--- config.mk ---
export PLATFORM = sky130hd
export DESIGN_NAME = iso8601_to_epoch_parser_unit
export DESIGN_NICKNAME = d
export VERILOG_FILES = /design/src/design/isoep_pkg.sv /design/src/design/isoep_front.sv /design/src/design/isoep_queue.sv /design/src/design/isoep_back.sv /design/src/design/iso8601_to_epoch_parser_unit.sv
export SDC_FILE = /design/constraint.sdc
export NUM_CORES = 1
export LEC_CHECK = 0
export BUFFER_PORTS_ARGS = -buffer_cell sky130_fd_sc_hd__buf_2
export CELL_PAD_IN_SITES_DETAIL_PLACEMENT = 0
export CELL_PAD_IN_SITES_GLOBAL_PLACEMENT = 2
export CORE_MARGIN = 10
export CORE_UTILIZATION = 44
export CTS_CLUSTER_DIAMETER = 80
export DETAILED_ROUTE_END_ITERATION = 6
export PLACE_DENSITY_LB_ADDON = 0.1
export SLEW_MARGIN = 20
export SYNTH_ARGS = -nofsm -noshare
export SYNTH_HDL_FRONTEND = slang
export SYNTH_SLANG_ARGS = --single-unit
--- constraint.sdc ---
create_clock -name clock -period 11.62 [get_ports clock]
set_clock_uncertainty 0.05 [all_clocks]
set_input_delay 1.743 -clock clock [delete_from_list [all_inputs] [get_ports clock]]
set_output_delay 1.743 -clock clock [all_outputs]
set_load 0.01 [all_outputs]
--- src/design/isoep_pkg.sv ---
`timescale 1ns / 1ps
// Shared types, constants and helpers for the ISO 8601 timestamp to Unix time parser.
// Used by every module of the parser; has no dependencies of its own.
package isoep_pkg;

   // Field widths
   localparam int unsigned PosW    = 5;
   localparam int unsigned YearW   = 14;
   localparam int unsigned FieldW  = 7;
   localparam int unsigned CharW   = 8;
   localparam int unsigned DoyW    = 9;
   localparam int unsigned DdW     = 10;
   localparam int unsigned TodW    = 17;
   localparam int unsigned DaysW   = 22;
   localparam int unsigned SumW    = 24;
   localparam int unsigned EpochW  = 38;

   // Default depth of the queue between front and back
   localparam int unsigned QUEUE_DEPTH = 2;

   // Character positions of the fixed text layout
   localparam logic [PosW-1:0] POS_DASH_A  = 5'd4;
   localparam logic [PosW-1:0] POS_DASH_B  = 5'd7;
   localparam logic [PosW-1:0] POS_T       = 5'd10;
   localparam logic [PosW-1:0] POS_COLON_A = 5'd13;
   localparam logic [PosW-1:0] POS_COLON_B = 5'd16;
   localparam logic [PosW-1:0] TS_LEN      = 5'd19;

   // ASCII codes
   localparam logic [CharW-1:0] CHAR_DASH  = 8'h2D;
   localparam logic [CharW-1:0] CHAR_T     = 8'h54;
   localparam logic [CharW-1:0] CHAR_COLON = 8'h3A;
   localparam logic [CharW-1:0] CHAR_ZERO  = 8'h30;
   localparam logic [CharW-1:0] CHAR_NINE  = 8'h39;

   // Range limits
   localparam logic [YearW-1:0]  YEAR_MIN   = 14'd1970;
   localparam logic [FieldW-1:0] MONTH_FEB  = 7'd2;
   localparam logic [FieldW-1:0] MONTH_MAX  = 7'd12;
   localparam logic [FieldW-1:0] DAY_MAX    = 7'd31;
   localparam logic [FieldW-1:0] HOUR_MAX   = 7'd23;
   localparam logic [FieldW-1:0] MINUTE_MAX = 7'd59;
   localparam logic [FieldW-1:0] SECOND_MAX = 7'd60;

   // Calendar arithmetic: x / 25 as (x * 1311) >> 15, exact for x below 4096
   localparam logic [10:0]     RECIP25     = 11'd1311;
   localparam int unsigned     RECIP_SHIFT = 15;
   localparam logic [8:0]      DAYS_PER_YEAR = 9'd365;
   // Day number of 1970-01-01 in the March-based count, plus one for the 1-based day
   localparam logic [SumW-1:0] DAYS_BIAS   = 24'd719469;
   localparam logic [TodW-1:0] SECS_PER_DAY  = 17'd86400;
   localparam logic [11:0]     SECS_PER_HOUR = 12'd3600;
   localparam logic [5:0]      SECS_PER_MIN  = 6'd60;

   // One parsed timestamp handed from front to back
   typedef struct packed {
      logic [YearW-1:0]  year;
      logic [FieldW-1:0] month;
      logic [FieldW-1:0] day;
      logic [FieldW-1:0] hour;
      logic [FieldW-1:0] minute;
      logic [FieldW-1:0] second;
      logic              ok;
   } fields_type;

   // Queue status seen by front and back
   typedef struct packed {
      logic full;
      logic nonempty;
   } qstat_type;

   // Days from March 1 to the first of the given month (March-based year)
   function automatic logic [DoyW-1:0] doy_of_month(input logic [FieldW-1:0] month);
      logic [DoyW-1:0] doy;
      begin
         case (month)
            7'd3:    doy = 9'd0;
            7'd4:    doy = 9'd31;
            7'd5:    doy = 9'd61;
            7'd6:    doy = 9'd92;
            7'd7:    doy = 9'd122;
            7'd8:    doy = 9'd153;
            7'd9:    doy = 9'd184;
            7'd10:   doy = 9'd214;
            7'd11:   doy = 9'd245;
            7'd12:   doy = 9'd275;
            7'd1:    doy = 9'd306;
            7'd2:    doy = 9'd337;
            default: doy = 9'd0;
         endcase
         return doy;
      end
   endfunction

endpackage

--- src/design/isoep_front.sv ---
`timescale 1ns / 1ps
// Front of the parser: takes one character per transfer, checks the layout and
// accumulates the date and time fields. Depends on isoep_pkg.
module isoep_front (
   input  logic                          clock,
   input  logic                          reset,
   input  logic                          req_valid,
   output logic                          req_stall,
   input  logic [isoep_pkg::CharW-1:0]   req_char_code,
   input  logic                          req_last_char,
   input  isoep_pkg::qstat_type          qstat,
   output logic                          push,
   output isoep_pkg::fields_type         push_data
);

   logic [isoep_pkg::PosW-1:0]   pos_ff, pos_in, pos_upd;
   logic [isoep_pkg::YearW-1:0]  year_ff, year_in, year_upd;
   logic [isoep_pkg::FieldW-1:0] month_ff, month_in, month_upd;
   logic [isoep_pkg::FieldW-1:0] day_ff, day_in, day_upd;
   logic [isoep_pkg::FieldW-1:0] hour_ff, hour_in, hour_upd;
   logic [isoep_pkg::FieldW-1:0] minute_ff, minute_in, minute_upd;
   logic [isoep_pkg::FieldW-1:0] second_ff, second_in, second_upd;
   logic                         err_ff, err_in, err_upd;
   logic                         accept;
   logic                         is_digit;
   logic [3:0]                   digit;
   logic [17:0]                  year_mul;

   // Only a last character needs a queue slot
   assign req_stall = qstat.full & req_last_char;
   assign accept    = req_valid & ~req_stall;
   assign push      = accept & req_last_char;

   assign is_digit = (req_char_code >= isoep_pkg::CHAR_ZERO) &&
                     (req_char_code <= isoep_pkg::CHAR_NINE);
   assign digit    = is_digit ? 4'(req_char_code - isoep_pkg::CHAR_ZERO) : 4'd0;
   assign year_mul = {4'd0, year_ff} * 18'd10 + {14'd0, digit};

   // Classify the character and advance the accumulators
   always_comb begin
      pos_upd    = pos_ff;
      year_upd   = year_ff;
      month_upd  = month_ff;
      day_upd    = day_ff;
      hour_upd   = hour_ff;
      minute_upd = minute_ff;
      second_upd = second_ff;
      err_upd    = err_ff;
      if (pos_ff < isoep_pkg::TS_LEN) begin
         if (pos_ff == isoep_pkg::POS_DASH_A || pos_ff == isoep_pkg::POS_DASH_B) begin
            if (req_char_code != isoep_pkg::CHAR_DASH) err_upd = 1'b1;
         end else if (pos_ff == isoep_pkg::POS_T) begin
            if (req_char_code != isoep_pkg::CHAR_T) err_upd = 1'b1;
         end else if (pos_ff == isoep_pkg::POS_COLON_A || pos_ff == isoep_pkg::POS_COLON_B) begin
            if (req_char_code != isoep_pkg::CHAR_COLON) err_upd = 1'b1;
         end else if (!is_digit) begin
            err_upd = 1'b1;
         end else if (pos_ff < isoep_pkg::POS_DASH_A) begin
            year_upd = year_mul[isoep_pkg::YearW-1:0];
         end else if (pos_ff < isoep_pkg::POS_DASH_B) begin
            month_upd = 7'(month_ff * 7'd10 + {3'd0, digit});
         end else if (pos_ff < isoep_pkg::POS_T) begin
            day_upd = 7'(day_ff * 7'd10 + {3'd0, digit});
         end else if (pos_ff < isoep_pkg::POS_COLON_A) begin
            hour_upd = 7'(hour_ff * 7'd10 + {3'd0, digit});
         end else if (pos_ff < isoep_pkg::POS_COLON_B) begin
            minute_upd = 7'(minute_ff * 7'd10 + {3'd0, digit});
         end else begin
            second_upd = 7'(second_ff * 7'd10 + {3'd0, digit});
         end
         pos_upd = pos_ff + 5'd1;
      end
   end

   // Build the queue record from the updated fields
   always_comb begin
      push_data.year   = year_upd;
      push_data.month  = month_upd;
      push_data.day    = day_upd;
      push_data.hour   = hour_upd;
      push_data.minute = minute_upd;
      push_data.second = second_upd;
      push_data.ok     = (pos_upd >= isoep_pkg::TS_LEN) && !err_upd &&
                         (year_upd >= isoep_pkg::YEAR_MIN) &&
                         (month_upd != 7'd0) && (month_upd <= isoep_pkg::MONTH_MAX) &&
                         (day_upd != 7'd0) && (day_upd <= isoep_pkg::DAY_MAX) &&
                         (hour_upd <= isoep_pkg::HOUR_MAX) &&
                         (minute_upd <= isoep_pkg::MINUTE_MAX) &&
                         (second_upd <= isoep_pkg::SECOND_MAX);
   end

   // Commit on a transfer; clear after the last character
   always_comb begin
      pos_in    = pos_ff;
      year_in   = year_ff;
      month_in  = month_ff;
      day_in    = day_ff;
      hour_in   = hour_ff;
      minute_in = minute_ff;
      second_in = second_ff;
      err_in    = err_ff;
      if (accept) begin
         if (req_last_char) begin
            pos_in    = '0;
            year_in   = '0;
            month_in  = '0;
            day_in    = '0;
            hour_in   = '0;
            minute_in = '0;
            second_in = '0;
            err_in    = 1'b0;
         end else begin
            pos_in    = pos_upd;
            year_in   = year_upd;
            month_in  = month_upd;
            day_in    = day_upd;
            hour_in   = hour_upd;
            minute_in = minute_upd;
            second_in = second_upd;
            err_in    = err_upd;
         end
      end
   end

   always_ff @(posedge clock) begin
      if (reset) begin
         pos_ff    <= '0;
         year_ff   <= '0;
         month_ff  <= '0;
         day_ff    <= '0;
         hour_ff   <= '0;
         minute_ff <= '0;
         second_ff <= '0;
         err_ff    <= 1'b0;
      end else begin
         pos_ff    <= pos_in;
         year_ff   <= year_in;
         month_ff  <= month_in;
         day_ff    <= day_in;
         hour_ff   <= hour_in;
         minute_ff <= minute_in;
         second_ff <= second_in;
         err_ff    <= err_in;
      end
   end

endmodule

--- src/design/isoep_queue.sv ---
`timescale 1ns / 1ps
// Short first-in first-out queue of parsed timestamps between front and back.
// Depends on isoep_pkg.
module isoep_queue #(
   parameter int unsigned Depth = isoep_pkg::QUEUE_DEPTH
) (
   input  logic                  clock,
   input  logic                  reset,
   input  logic                  push,
   input  isoep_pkg::fields_type push_data,
   input  logic                  pop,
   output isoep_pkg::fields_type head,
   output isoep_pkg::qstat_type  qstat
);

   localparam int unsigned PtrW = (Depth > 1) ? $clog2(Depth) : 1;
   localparam int unsigned CntW = $clog2(Depth + 1);
   localparam logic [PtrW-1:0] LastPtr = PtrW'(Depth - 1);
   localparam logic [CntW-1:0] FullCnt = CntW'(Depth);

   isoep_pkg::fields_type entry_ff [Depth];
   logic [PtrW-1:0] wr_ptr_ff, wr_ptr_in;
   logic [PtrW-1:0] rd_ptr_ff, rd_ptr_in;
   logic [CntW-1:0] count_ff, count_in;

   assign head           = entry_ff[rd_ptr_ff];
   assign qstat.full     = (count_ff == FullCnt);
   assign qstat.nonempty = (count_ff != '0);

   // Advance pointers and count
   always_comb begin
      wr_ptr_in = wr_ptr_ff;
      rd_ptr_in = rd_ptr_ff;
      count_in  = count_ff;
      if (push) wr_ptr_in = (wr_ptr_ff == LastPtr) ? '0 : wr_ptr_ff + PtrW'(1);
      if (pop)  rd_ptr_in = (rd_ptr_ff == LastPtr) ? '0 : rd_ptr_ff + PtrW'(1);
      if (push && !pop)      count_in = count_ff + CntW'(1);
      else if (pop && !push) count_in = count_ff - CntW'(1);
   end

   always_ff @(posedge clock) begin
      if (reset) begin
         wr_ptr_ff <= '0;
         rd_ptr_ff <= '0;
         count_ff  <= '0;
      end else begin
         wr_ptr_ff <= wr_ptr_in;
         rd_ptr_ff <= rd_ptr_in;
         count_ff  <= count_in;
      end
   end

   // Store the record
   always_ff @(posedge clock) begin
      if (push) entry_ff[wr_ptr_ff] <= push_data;
   end

endmodule

--- src/design/isoep_back.sv ---
`timescale 1ns / 1ps
// Back of the parser: three-stage conversion of a parsed timestamp to Unix
// seconds, ending in the result register. Depends on isoep_pkg.
module isoep_back (
   input  logic                          clock,
   input  logic                          reset,
   input  isoep_pkg::qstat_type          qstat,
   input  isoep_pkg::fields_type         head,
   output logic                          pop,
   output logic                          rsp_valid,
   input  logic                          rsp_stall,
   output logic [isoep_pkg::EpochW-1:0]  rsp_epoch_seconds,
   output logic                          rsp_parse_ok
);

   // Stage valids and ready chain
   logic s1_v_ff, s1_v_in;
   logic s2_v_ff, s2_v_in;
   logic out_v_ff, out_v_in;
   logic out_rdy, s2_rdy, s1_rdy;

   // Stage 1 results
   logic [isoep_pkg::YearW-1:0] yy;
   logic [11:0]                 q4;
   logic [22:0]                 q100_mul;
   logic [20:0]                 q400_mul;
   logic [isoep_pkg::DdW-1:0]   dd;
   logic [isoep_pkg::TodW-1:0]  tod;
   logic [isoep_pkg::YearW-1:0] yy_ff;
   logic [11:0]                 q4_ff;
   logic [7:0]                  q100_ff;
   logic [5:0]                  q400_ff;
   logic [isoep_pkg::DdW-1:0]   dd_ff;
   logic [isoep_pkg::TodW-1:0]  tod1_ff;
   logic                        ok1_ff;

   // Stage 2 results
   logic [22:0]                 yday_mul;
   logic [isoep_pkg::SumW-1:0]  days_sum;
   logic [isoep_pkg::DaysW-1:0] days_ff;
   logic [isoep_pkg::TodW-1:0]  tod2_ff;
   logic                        ok2_ff;

   // Stage 3 results
   logic [38:0]                 secs_mul;
   logic [isoep_pkg::EpochW-1:0] epoch_ff, epoch_in;
   logic                        ok3_ff;

   assign out_rdy = ~out_v_ff | ~rsp_stall;
   assign s2_rdy  = ~s2_v_ff | out_rdy;
   assign s1_rdy  = ~s1_v_ff | s2_rdy;
   assign pop     = qstat.nonempty & s1_rdy;

   assign s1_v_in  = s1_rdy ? qstat.nonempty : s1_v_ff;
   assign s2_v_in  = s2_rdy ? s1_v_ff : s2_v_ff;
   assign out_v_in = out_rdy ? s2_v_ff : out_v_ff;

   always_ff @(posedge clock) begin
      if (reset) begin
         s1_v_ff  <= 1'b0;
         s2_v_ff  <= 1'b0;
         out_v_ff <= 1'b0;
      end else begin
         s1_v_ff  <= s1_v_in;
         s2_v_ff  <= s2_v_in;
         out_v_ff <= out_v_in;
      end
   end

   // Stage 1: March-based year, century terms, day of year, time of day
   always_comb begin
      yy = (head.month <= isoep_pkg::MONTH_FEB) ? head.year - 14'd1 : head.year;
      q4 = yy[isoep_pkg::YearW-1:2];
      q100_mul = {11'd0, q4} * {12'd0, isoep_pkg::RECIP25};
      q400_mul = {11'd0, yy[isoep_pkg::YearW-1:4]} * {10'd0, isoep_pkg::RECIP25};
      dd  = {1'b0, isoep_pkg::doy_of_month(head.month)} + {3'd0, head.day};
      tod = ({10'd0, head.hour} * {5'd0, isoep_pkg::SECS_PER_HOUR})
          + 17'({6'd0, head.minute} * {7'd0, isoep_pkg::SECS_PER_MIN})
          + {10'd0, head.second};
   end

   always_ff @(posedge clock) begin
      if (pop) begin
         yy_ff   <= yy;
         q4_ff   <= q4;
         q100_ff <= q100_mul[isoep_pkg::RECIP_SHIFT +: 8];
         q400_ff <= q400_mul[isoep_pkg::RECIP_SHIFT +: 6];
         dd_ff   <= dd;
         tod1_ff <= tod;
         ok1_ff  <= head.ok;
      end
   end

   // Stage 2: day count since the epoch
   assign yday_mul = {9'd0, yy_ff} * {14'd0, isoep_pkg::DAYS_PER_YEAR};
   assign days_sum = {1'b0, yday_mul} + {12'd0, q4_ff} + {18'd0, q400_ff}
                   + {14'd0, dd_ff} - {16'd0, q100_ff} - isoep_pkg::DAYS_BIAS;

   always_ff @(posedge clock) begin
      if (s1_v_ff && s2_rdy) begin
         days_ff <= ok1_ff ? days_sum[isoep_pkg::DaysW-1:0] : '0;
         tod2_ff <= ok1_ff ? tod1_ff : '0;
         ok2_ff  <= ok1_ff;
      end
   end

   // Stage 3: scale days to seconds and add time of day
   assign secs_mul = {17'd0, days_ff} * {22'd0, isoep_pkg::SECS_PER_DAY};
   assign epoch_in = secs_mul[isoep_pkg::EpochW-1:0] + {21'd0, tod2_ff};

   always_ff @(posedge clock) begin
      if (s2_v_ff && out_rdy) begin
         epoch_ff <= epoch_in;
         ok3_ff   <= ok2_ff;
      end
   end

   assign rsp_valid         = out_v_ff;
   assign rsp_epoch_seconds = epoch_ff;
   assign rsp_parse_ok      = ok3_ff;

endmodule

--- src/design/iso8601_to_epoch_parser_unit.sv ---
`timescale 1ns / 1ps
// Top level of the ISO 8601 timestamp to Unix time parser.
// Instantiates isoep_front, isoep_queue and isoep_back; depends on isoep_pkg.

// The block takes the text YYYY-MM-DDThh:mm:ss one byte per transfer and
// accepts a byte every cycle unless stalled. Only a byte marked last produces
// a result: Unix seconds since 1970-01-01T00:00:00 UTC with parse_ok set, or
// zero with parse_ok clear when the string was short, misformatted or out of
// range. Bytes after the nineteenth are ignored. A day past the month's end
// rolls into the next month and second 60 into the next minute. The front
// checks and accumulates each byte as it is taken; the parsed fields of a
// finished string wait in a queue (QueueDepth entries, two by default) while
// the back converts them in three registered stages, the last being the
// result register. With no stall on the result side, one string may finish
// every cycle. A last byte is stalled only while the queue is full.
module iso8601_to_epoch_parser_unit #(
   parameter int unsigned QueueDepth = isoep_pkg::QUEUE_DEPTH
) (
   input  logic                          clock,
   input  logic                          reset,
   input  logic                          req_valid,
   output logic                          req_stall,
   input  logic [isoep_pkg::CharW-1:0]   req_char_code,
   input  logic                          req_last_char,
   output logic                          rsp_valid,
   input  logic                          rsp_stall,
   output logic [isoep_pkg::EpochW-1:0]  rsp_epoch_seconds,
   output logic                          rsp_parse_ok
);

   isoep_pkg::qstat_type  qstat;
   isoep_pkg::fields_type push_data;
   isoep_pkg::fields_type head;
   logic                  push;
   logic                  pop;

   isoep_front u_front (
      .clock         (clock),
      .reset         (reset),
      .req_valid     (req_valid),
      .req_stall     (req_stall),
      .req_char_code (req_char_code),
      .req_last_char (req_last_char),
      .qstat         (qstat),
      .push          (push),
      .push_data     (push_data)
   );

   isoep_queue #(
      .Depth (QueueDepth)
   ) u_queue (
      .clock     (clock),
      .reset     (reset),
      .push      (push),
      .push_data (push_data),
      .pop       (pop),
      .head      (head),
      .qstat     (qstat)
   );

   isoep_back u_back (
      .clock             (clock),
      .reset             (reset),
      .qstat             (qstat),
      .head              (head),
      .pop               (pop),
      .rsp_valid         (rsp_valid),
      .rsp_stall         (rsp_stall),
      .rsp_epoch_seconds (rsp_epoch_seconds),
      .rsp_parse_ok      (rsp_parse_ok)
   );

endmodule

==> implementation parameters, run 1 <==
Parameter                              Value

Run status
  Outcome    completed

Worst hold path
  Classification of the worst-slack hold path    flip-flop to flip-flop

Synthesis
  Synthesized instance count    2672
  Syn Std Cell Area    28210 sq um
  Share of flip-flops with an asynchronous set or reset after synthesis    0%
  Syn_nets    3380
  Flops & latches, synth    298
  Total of warnings raised by yosys    0
  EDFF count, synth    235
  Mean cell area of the mapped netlist    10.56 sq um
  Register area share after synthesis    slightly below 30%
  Cell variety after synth    88
  Most instantiated flip-flop cell in the synthesis netlist    edfxtp_1

Floorplanning
  Starting utilization of the core area    44.56%
  Full die area    roughly 75000 sq um
  Core area    63310 sq um
  Number of ports placed on the die boundary    54
  Die outline width    273.2 um
  Die height    273.2 um
  Row count    92

Timing
  Shortest period the worst path allows    between 9000 and 10000 ps
  Total of endpoints with negative setup slack in the final report    0
  Rel. slew slack    36.19%
  Final TNS setup    0 ps
  Final-report max-slew violation count    0
  Fin. Hold Viols    0
  Period Utilization, post-route    78.63%
  Actual transition at the worst max-transition pin    about 950 ps
  Maximum clock frequency    0.1094 GHz
  Unrepaired setup endpoints after global routing    false

Clock tree
  Cts bufs inserted    38
  Cell chosen for the clock root    clkbuf_16
  CTS Hold Bufs    0
  Post-CTS clock slew at the launch and capture registers of the worst setup and hold paths    60 ps
  H-tree level count    2
  CTS tree    yes
  Bufs on Longest Clock Path    3
  Post-CTS Resized    0
  Number of buffers inserted by post-CTS setup repair    0
  Clock latency of the later-clocked register in the worst-skew pair    roughly 570 ps
  Clock Sinks    298

Global route
  All-layer global routing usage    15.93%
  Largest net degree at the start of global routing    65
  Via count of the first global-routing pass    18900
  Number of antenna violations at the first check in global routing    1
  Total congestion overflow    0
  First-pass GRT wire length    97010 um

Placement
  Total of buffers placed on input and output ports    53
  Weighted congestion reported at the end of routability-driven placement    0.8190
  Post-detail-place hpwl    46610 um

Routing
  Average wire per cell in the routed design    16.06 um
  Via count normalized by instance count    between 5 and 6
  Post-detailed-route count of antenna-violating nets    0
  Overall via count from detail_route    18120
  Detailed-router iteration count before antenna repair    5
  Final routed DRC violation total    0
  DRT Wirelength    57990 um
  Starting DRC count in detailed routing    707

Setup path
  Setup crit start kind    flip-flop
  Critical Path AT    9400 ps
  Largest fanout on the critical path    28
  Data required time of the critical path    11880 ps
  Endpoint class of the critical path    flip-flop
  CP Class    flip-flop to flip-flop

Layout
  Final #Nets    3444
  Layout cells sized above 1    7.448%
  Antenna diode count    0
  Synth-to-layout area growth    9.194%

Flow run
  Number of max-cap violations    0
==> Yosys cell counts (5+ instances only) <==
library cell,number,area [sq um]
and3_1,9,56.30
o21ai_0,71,355.3
ha_1,464,5806
a31oi_1,10,62.56
edfxtp_1,235,7057
fa_1,231,4624
nand2b_1,15,93.84
maj3_1,6,60.06
o21ai_1,7,35.03
nand4_1,9,56.30
a22oi_1,52,390.4
buf_2,7,35.03
nand3_1,29,145.1
a211oi_1,8,60.06
nor2_1,157,589.3
xor2_1,62,543.0
dfxtp_1,63,1261
nor2b_1,11,68.82
mux2i_1,33,330.3
and4_1,6,52.55
mux2_2,41,461.7
nor3b_1,5,37.54
nor4_1,5,31.28
xnor2_1,139,1217
o21a_1,9,67.56
a21o_1,35,262.8
or3_1,8,50.05
clkbuf_1,35,131.4
a21oi_1,101,505.5
o211ai_1,7,52.55
and2_1,48,300.3
nor3_1,28,140.1
o21bai_1,15,112.6
nand3b_1,8,60.06
inv_1,530,1989
nand2_1,90,337.8
==> cells by family (layout without fill, tap and decap cells) <==
family                   Yosys count  after routing  synth area share (%)
AO/OA/AOI/OAI                    361            361                 8.280
other                              1              1               0.01329
AND/OR/NAND/NOR                  454            454                 8.068
XOR/XNOR                         201            201                 6.240
adder cells (fa/ha/maj)          701            701                 37.18
buffers and inverters            581            675                 7.868
flip-flops                       298            298                 29.49
multiplexers                      75             75                 2.861
==> layout make-up <==
class                      instances  area [sq um]
multi-input combinational       1793         17730
inverter                         531          1993
clock inverter                    26         301.5
timing repair buffer              74         422.9
sequential                       298          8319
fill                            5892         32510
clock buffer                      44         983.4
tap                              846          1059
==> sequential cells by signal (all words and copies together) (netlist names), 8 cells and up, named ones only <==
signal	count
u_back.q100_ff	8
u_back.q4_ff	12
u_front.year_ff	14
u_back.tod1_ff	17
u_back.dd_ff	10
u_back.rsp_epoch_seconds	38
u_back.tod2_ff	17
u_queue.entry_ff	100
u_back.days_ff	22
==> per-stage QoR <==
step	cells	util, %	area [sq um]	setup WS (ps)	hold slack (ps)
floorplan	2672	-	28210	2838	350.3
global placement	3542	46.61	29510	2661	353.4
detailed placement	3542	46.63	29520	2441	356.2
CTS	3612	48.66	30800	2412	369.0
global route	3612	48.66	30800	1752	373.2
finish	3612	48.66	30800	2483	367.3
==> cells in the final DEF (no fill, tap or decap), types with 35 or more instances in the layout <==
cell / instances
inv_1: 529
ha_1: 464
edfxtp_1: 235
fa_1: 231
nor2_1: 156
xnor2_1: 139
a21oi_1: 101
nand2_1: 89
o21ai_0: 71
xor2_1: 62
dfxtp_1: 62
buf_2: 53
a22oi_1: 52
and2_1: 48
mux2_2: 41
clkbuf_16: 38
a21o_1: 35
==> layer usage <==
metal / GRT usage [%] / up-vias / wire, um
li1: - / 9087 / -
met1: 20.50 / 8818 / 26800
met2: 27.72 / 155 / 28430
met3: 2.367 / 59 / 1716
met4: 3.780 / 2 / 1035
met5: 0 / - / 13
==> critical path: stages, from the launching register on <==
cell and delay, ps:
dfxtp_2 790, mux2i_1 780, and2_1 290, o21ai_0 100
nor2_1 270, and4_1 280, and2_1 160, o21ai_1 140
or3_1 410, xor2_1 750, inv_1 280, fa_1 640
inv_1 80, fa_1 420, fa_1 500, fa_1 520
fa_1 530, inv_1 50, ha_1 200, nor4_1 280
nor2b_1 180, a211oi_1 90, o41a_1 370, and2_1 190
o21a_1 200, a21bo_2 220, xnor2_1 110
==> worst paths after layout <==
path | startpoint | end | slack (ps) | cells past startpoint
setup / recovery | flip-flop | u_back.q400_ff[5] | 2480 | 26
hold / removal | u_back.tod2_ff[3] | u_back.rsp_epoch_seconds[3] | 370 | 0
setup reg to reg | flip-flop | u_back.q400_ff[5] | 2480 | 26
hold reg to reg | u_back.tod2_ff[3] | u_back.rsp_epoch_seconds[3] | 370 | 0
Power of run 1 is not shown: default switching activity piles up to over one toggle a cycle in this logic, so the estimate is an artifact.
==> inputs of run 2 (changes only) <==
Settings changed: CORE_UTILIZATION 44 to 40.
Clock period 11.62 ns to 7.45 ns, I/O delays scaled along.
==> implementation parameters, run 2 (same netlist as run 1, synthesis figures left out) <==
Parameter                              Value

Floorplanning
  Die outline width    285.6 um
  Die height    285.6 um
  Full die area    81550 sq um
  Core area    70030 sq um
  Starting utilization of the core area    just over 40%
  Row count    97
  Number of ports placed on the die boundary    54

Layout
  Max FFs per register    100
  Synth-to-layout area growth    10.72%
  Most flop-heavy register    u_queue.entry_ff
  Layout cells sized above 1    between 8 and 9%
  Final instance area    31240 sq um
  Antenna diode count    0
  Most common cell after layout, fill and taps aside    inv_1
  Highest-count cells in the layout ignoring fill and taps    inv_1 (525), ha_1 (461), edfxtp_1 (235)
  Final #Nets    3465

Timing
  Final-report max-slew violation count    0
  Total of endpoints with negative setup slack in the final report    0
  Post-route setup slack    365.6 ps
  Period Utilization, post-route    95.09%
  Actual transition at the worst max-transition pin    925.8 ps
  Shortest period the worst path allows    slightly above 7000 ps
  Fin. Hold Viols    0
  Rel. slew slack    38.28%
  Maximum clock frequency    0.1412 GHz

Clock tree
  Clock Sinks    298
  H-tree level count    2
  CTS Hold Bufs    0
  Post-CTS clock slew at the launch and capture registers of the worst setup and hold paths    60 ps
  Cts bufs inserted    39
  Cell chosen for the clock root    clkbuf_16
  Clock latency of the later-clocked register in the worst-skew pair    around 560 ps
  Bufs on Longest Clock Path    3
  CTS tree    yes

Setup path
  Endpoint class of the critical path    flip-flop
  Largest fanout on the critical path    6
  CP Class    flip-flop to flip-flop
  Data required time of the critical path    7700 ps
  Critical Path AT    7340 ps
  Critical Path Max Stage Delay    approximately 600 ps
  Crit-path slowest cell    fa_2
  Setup crit start kind    flip-flop

Routing
  Post-detailed-route count of antenna-violating nets    0
  Via count normalized by instance count    4.864
  Detailed-router iteration count before antenna repair    5
  Starting DRC count in detailed routing    659
  Final routed DRC violation total    0
  DRT Wirelength    59890 um
  Overall via count from detail_route    18130
  Average wire per cell in the routed design    around 16 um

Placement
  Total of buffers placed on input and output ports    53
  Weighted congestion reported at the end of routability-driven placement    between 0.8 and 0.9
  Post-placement cell area    29860 sq um
  Worst Setup Slack post-DPL    126.5 ps
  Post-detail-place hpwl    between 40000 and 50000 um

Worst hold path
  Classification of the worst-slack hold path    flip-flop to flip-flop

Global route
  All-layer global routing usage    14.81%
  Via count of the first global-routing pass    18950
  Largest net degree at the start of global routing    65
  Total congestion overflow    0
  Number of antenna violations at the first check in global routing    0
  First-pass GRT wire length    98610 um

Run status
  Outcome    completed

Flow run
  Number of max-cap violations    0
## run 2: layout make-up
| cell class | instances | area (sq um) |
|---|---|---|
| fillers | 6735 | 38790 |
| inverters | 531 | 1996 |
| multi-input cells | 1793 | 17840 |
| repair buffers | 94 | 596.8 |
| clock inverters | 24 | 269.0 |
| well taps | 940 | 1176 |
| clock buffers | 47 | 1036 |
| flip-flops and latches | 298 | 8322 |
## run 2: routing by layer
layer	track usage [%]	up-vias	wire length [um]	share of wire, %
li1	-	9111	-	-
met1	19.68	8785	28690	48
met2	25.17	156	28420	47
met3	2.006	76	1553	2.6
met4	3.685	0	1227	2.0
met5	0	-	0	0
## run 2: worst paths after layout
kind,startpoint,to,slack (ps),cells past startpoint
setup reg to reg,flip-flop,u_back.q400_ff[5],370,29
setup / recovery,flip-flop,u_back.q400_ff[5],370,29
hold / removal,u_back.ok2_ff,u_back.rsp_parse_ok,370,0
hold reg to reg,u_back.ok2_ff,u_back.rsp_parse_ok,370,0
## run 2: worst max-delay path: cells and delay by family, from the launching register on
family                     cells  cell delay (ps)
and+or+nand+nor                7             1500
DFF                            1              390
muxes                          1              340
adders and majority gates      7             2510
xor gates and xnor gates       2              350
buffers and inverters          4              290
AOI/OAI and AO/OA              8             1380
## run 2: through the flow
step	util [%]	setup TNS, ps	cells	hold slack, ps
2_1_floorplan	-	0	2672	350.3
3_3_place_gp	42.60	0	3651	355.3
3_5_place_dp	42.64	0	3652	355.4
4_1_cts	44.50	0	3723	367.8
5_1_grt	44.61	-6.208	3727	371.7
6_report	44.61	0	3727	367.9
## run 2: repair_timing
item | CTS | global route
resized for setup | 0 | 10
hold endpoints to repair | 0 | 0
endpoints found under the setup margin | 0 | 7
setup buffers | 0 | 4
Power of run 2 is left out for the same reason.
==> inputs of run 3 (changes only) <==
Settings changed: CORE_MARGIN 10 to 5.
==> implementation parameters, run 3 (same netlist as run 1, synthesis figures left out) <==
Parameter                              Value

Placement
  Weighted congestion reported at the end of routability-driven placement    0.8181
  Dpl cells    about 3700
  Total of buffers placed on input and output ports    53
  Post-detail-place hpwl    47410 um

Setup path
  CP dominant cell by count    fa_1
  Setup crit start kind    flip-flop
  CP Class    flip-flop to flip-flop
  Worst R2R Path Depth    28
  Worst reg2reg path endpoint    u_back.q400_ff[5]
  Data required time of the critical path    7690 ps
  Endpoint class of the critical path    flip-flop
  Largest fanout on the critical path    8
  Critical Path AT    approximately 7400 ps
  Crit-path slowest cell    fa_2
  Reg-to-reg slack, setup    310 ps
  Critical Path Max Stage Delay    570 ps

Global route
  Largest net degree at the start of global routing    65
  First-pass GRT wire length    98440 um
  Number of antenna violations at the first check in global routing    0
  Total congestion overflow    0
  All-layer global routing usage    15.97%
  Via count of the first global-routing pass    19170

Routing
  DRT Wirelength    59240 um
  Via count normalized by instance count    4.887
  Starting DRC count in detailed routing    about 700
  Detailed-router iteration count before antenna repair    4
  Final routed DRC violation total    0
  Overall via count from detail_route    18200
  Average wire per cell in the routed design    15.91 um
  Post-detailed-route count of antenna-violating nets    0

Flow run
  Number of max-cap violations    0

Floorplanning
  Full die area    roughly 76000 sq um
  Die height    275.6 um
  Starting utilization of the core area    40.28%
  Row count    97
  Number of ports placed on the die boundary    54
  Core area    70030 sq um
  Die outline width    roughly 280 um

Clock tree
  Post-CTS clock slew at the launch and capture registers of the worst setup and hold paths    60 ps
  Bufs on Longest Clock Path    3
  Cts bufs inserted    37
  Cell chosen for the clock root    clkbuf_16
  Clock latency of the later-clocked register in the worst-skew pair    550 ps
  H-tree level count    2
  Clock Sinks    ~300
  CTS tree    yes

Layout
  Layout cells sized above 1    under 10%
  Final #Nets    3465
  Max FFs per register    100
  Count of non-filler cells in the finished layout    3724
  Antenna diode count    0
  Most common cell after layout, fill and taps aside    inv_1
  Synth-to-layout area growth    10.55%
  Most flop-heavy register    u_queue.entry_ff
  Highest-count cells in the layout ignoring fill and taps    inv_1 (525), ha_1 (461), edfxtp_1 (235)

Timing
  Fin. Hold Viols    0
  Period Utilization, post-route    95.89%
  Worst-case hold slack    around 370 ps
  Total of endpoints with negative setup slack in the final report    0
  Maximum clock frequency    ~0.14 GHz
  Final TNS setup    0 ps
  Actual transition at the worst max-transition pin    977.1 ps
  Shortest period the worst path allows    7144 ps
  Final-report max-slew violation count    0
  Rel. slew slack    34.86%

Worst hold path
  Hold wc startpoint    u_back.ok2_ff
  Terminating pin of the worst hold path    u_back.rsp_parse_ok
  Hold Path Cell Cnt    0
  Classification of the worst-slack hold path    flip-flop to flip-flop

Run status
  Outcome    completed
## run 3: cell count changes in the layout (fill, tap and decap cells not counted), sizes merged
| cell | change |
|---|---|
| clkinvlp | -4 |
| buf | +2 |
| clkbuf | -1 |
| clkinv | +1 |
| inv | -1 |
## run 3: worst max path at each step
stage,end,depth (start not counted),from,slack [ps]
final,u_back.q400_ff[5],28,flip-flop,310
after global routing,u_back.q400_ff[5],28,flip-flop,-60
after CTS,u_back.q400_ff[5],29,flip-flop,60
after detailed placement,u_back.q400_ff[5],29,flip-flop,80
after global placement,u_back.q400_ff[5],29,flip-flop,180
after floorplan,u_back.q400_ff[5],32,flip-flop,0.4
## run 3: layout make-up
type | instances | area (sq um)
repair buffers | 96 | 611.8
inverters | 531 | 1996
clock inverters | 20 | 241.5
well taps | 940 | 1176
multi-input cells | 1793 | 17850
flip-flops and latches | 298 | 8322
fillers | 6749 | 38840
clock buffers | 46 | 991.0
## run 3: critical path: cells and delay by family, from the launching register on
family                   cells  cell delay [ps]
flip-flops                   1              400
buffers and inverters        4              270
multiplexers                 1              350
adder cells (fa/ha/maj)      7             2990
AO/OA/AOI/OAI                9             1400
AND/OR/NAND/NOR              5             1090
XOR/XNOR                     2              360
## run 3: per-stage QoR
stage	utilization, %	setup WS [ps]	area [sq um]
finish	44.53	305.9	31190
global route	44.53	-56.39	31190
CTS	44.35	61.45	31060
detailed placement	42.59	78.52	29820
global placement	42.59	182.4	29820
floorplan	-	0.3957	28350
## run 3: per-layer routing
| layer | share of wire [%] | up-vias | GRT usage, % | routed length [um] |
|---|---|---|---|---|
| li1 | - | 9122 | - | - |
| met1 | 48 | 8877 | 22.09 | 28640 |
| met2 | 48 | 153 | 27.34 | 28320 |
| met3 | 2.3 | 48 | 1.817 | 1389 |
| met4 | 1.5 | 0 | 3.104 | 892 |
| met5 | 0 | - | 0 | 0 |
## run 3: repair_timing
action,4_1_cts,5_1_grt
endpoints found under the setup margin,0,4
endpoints found under the hold margin,0,0
buffers inserted,0,7
hold buffers,0,0
gates resized for setup,0,9
Power of run 3 is left out for the same reason.
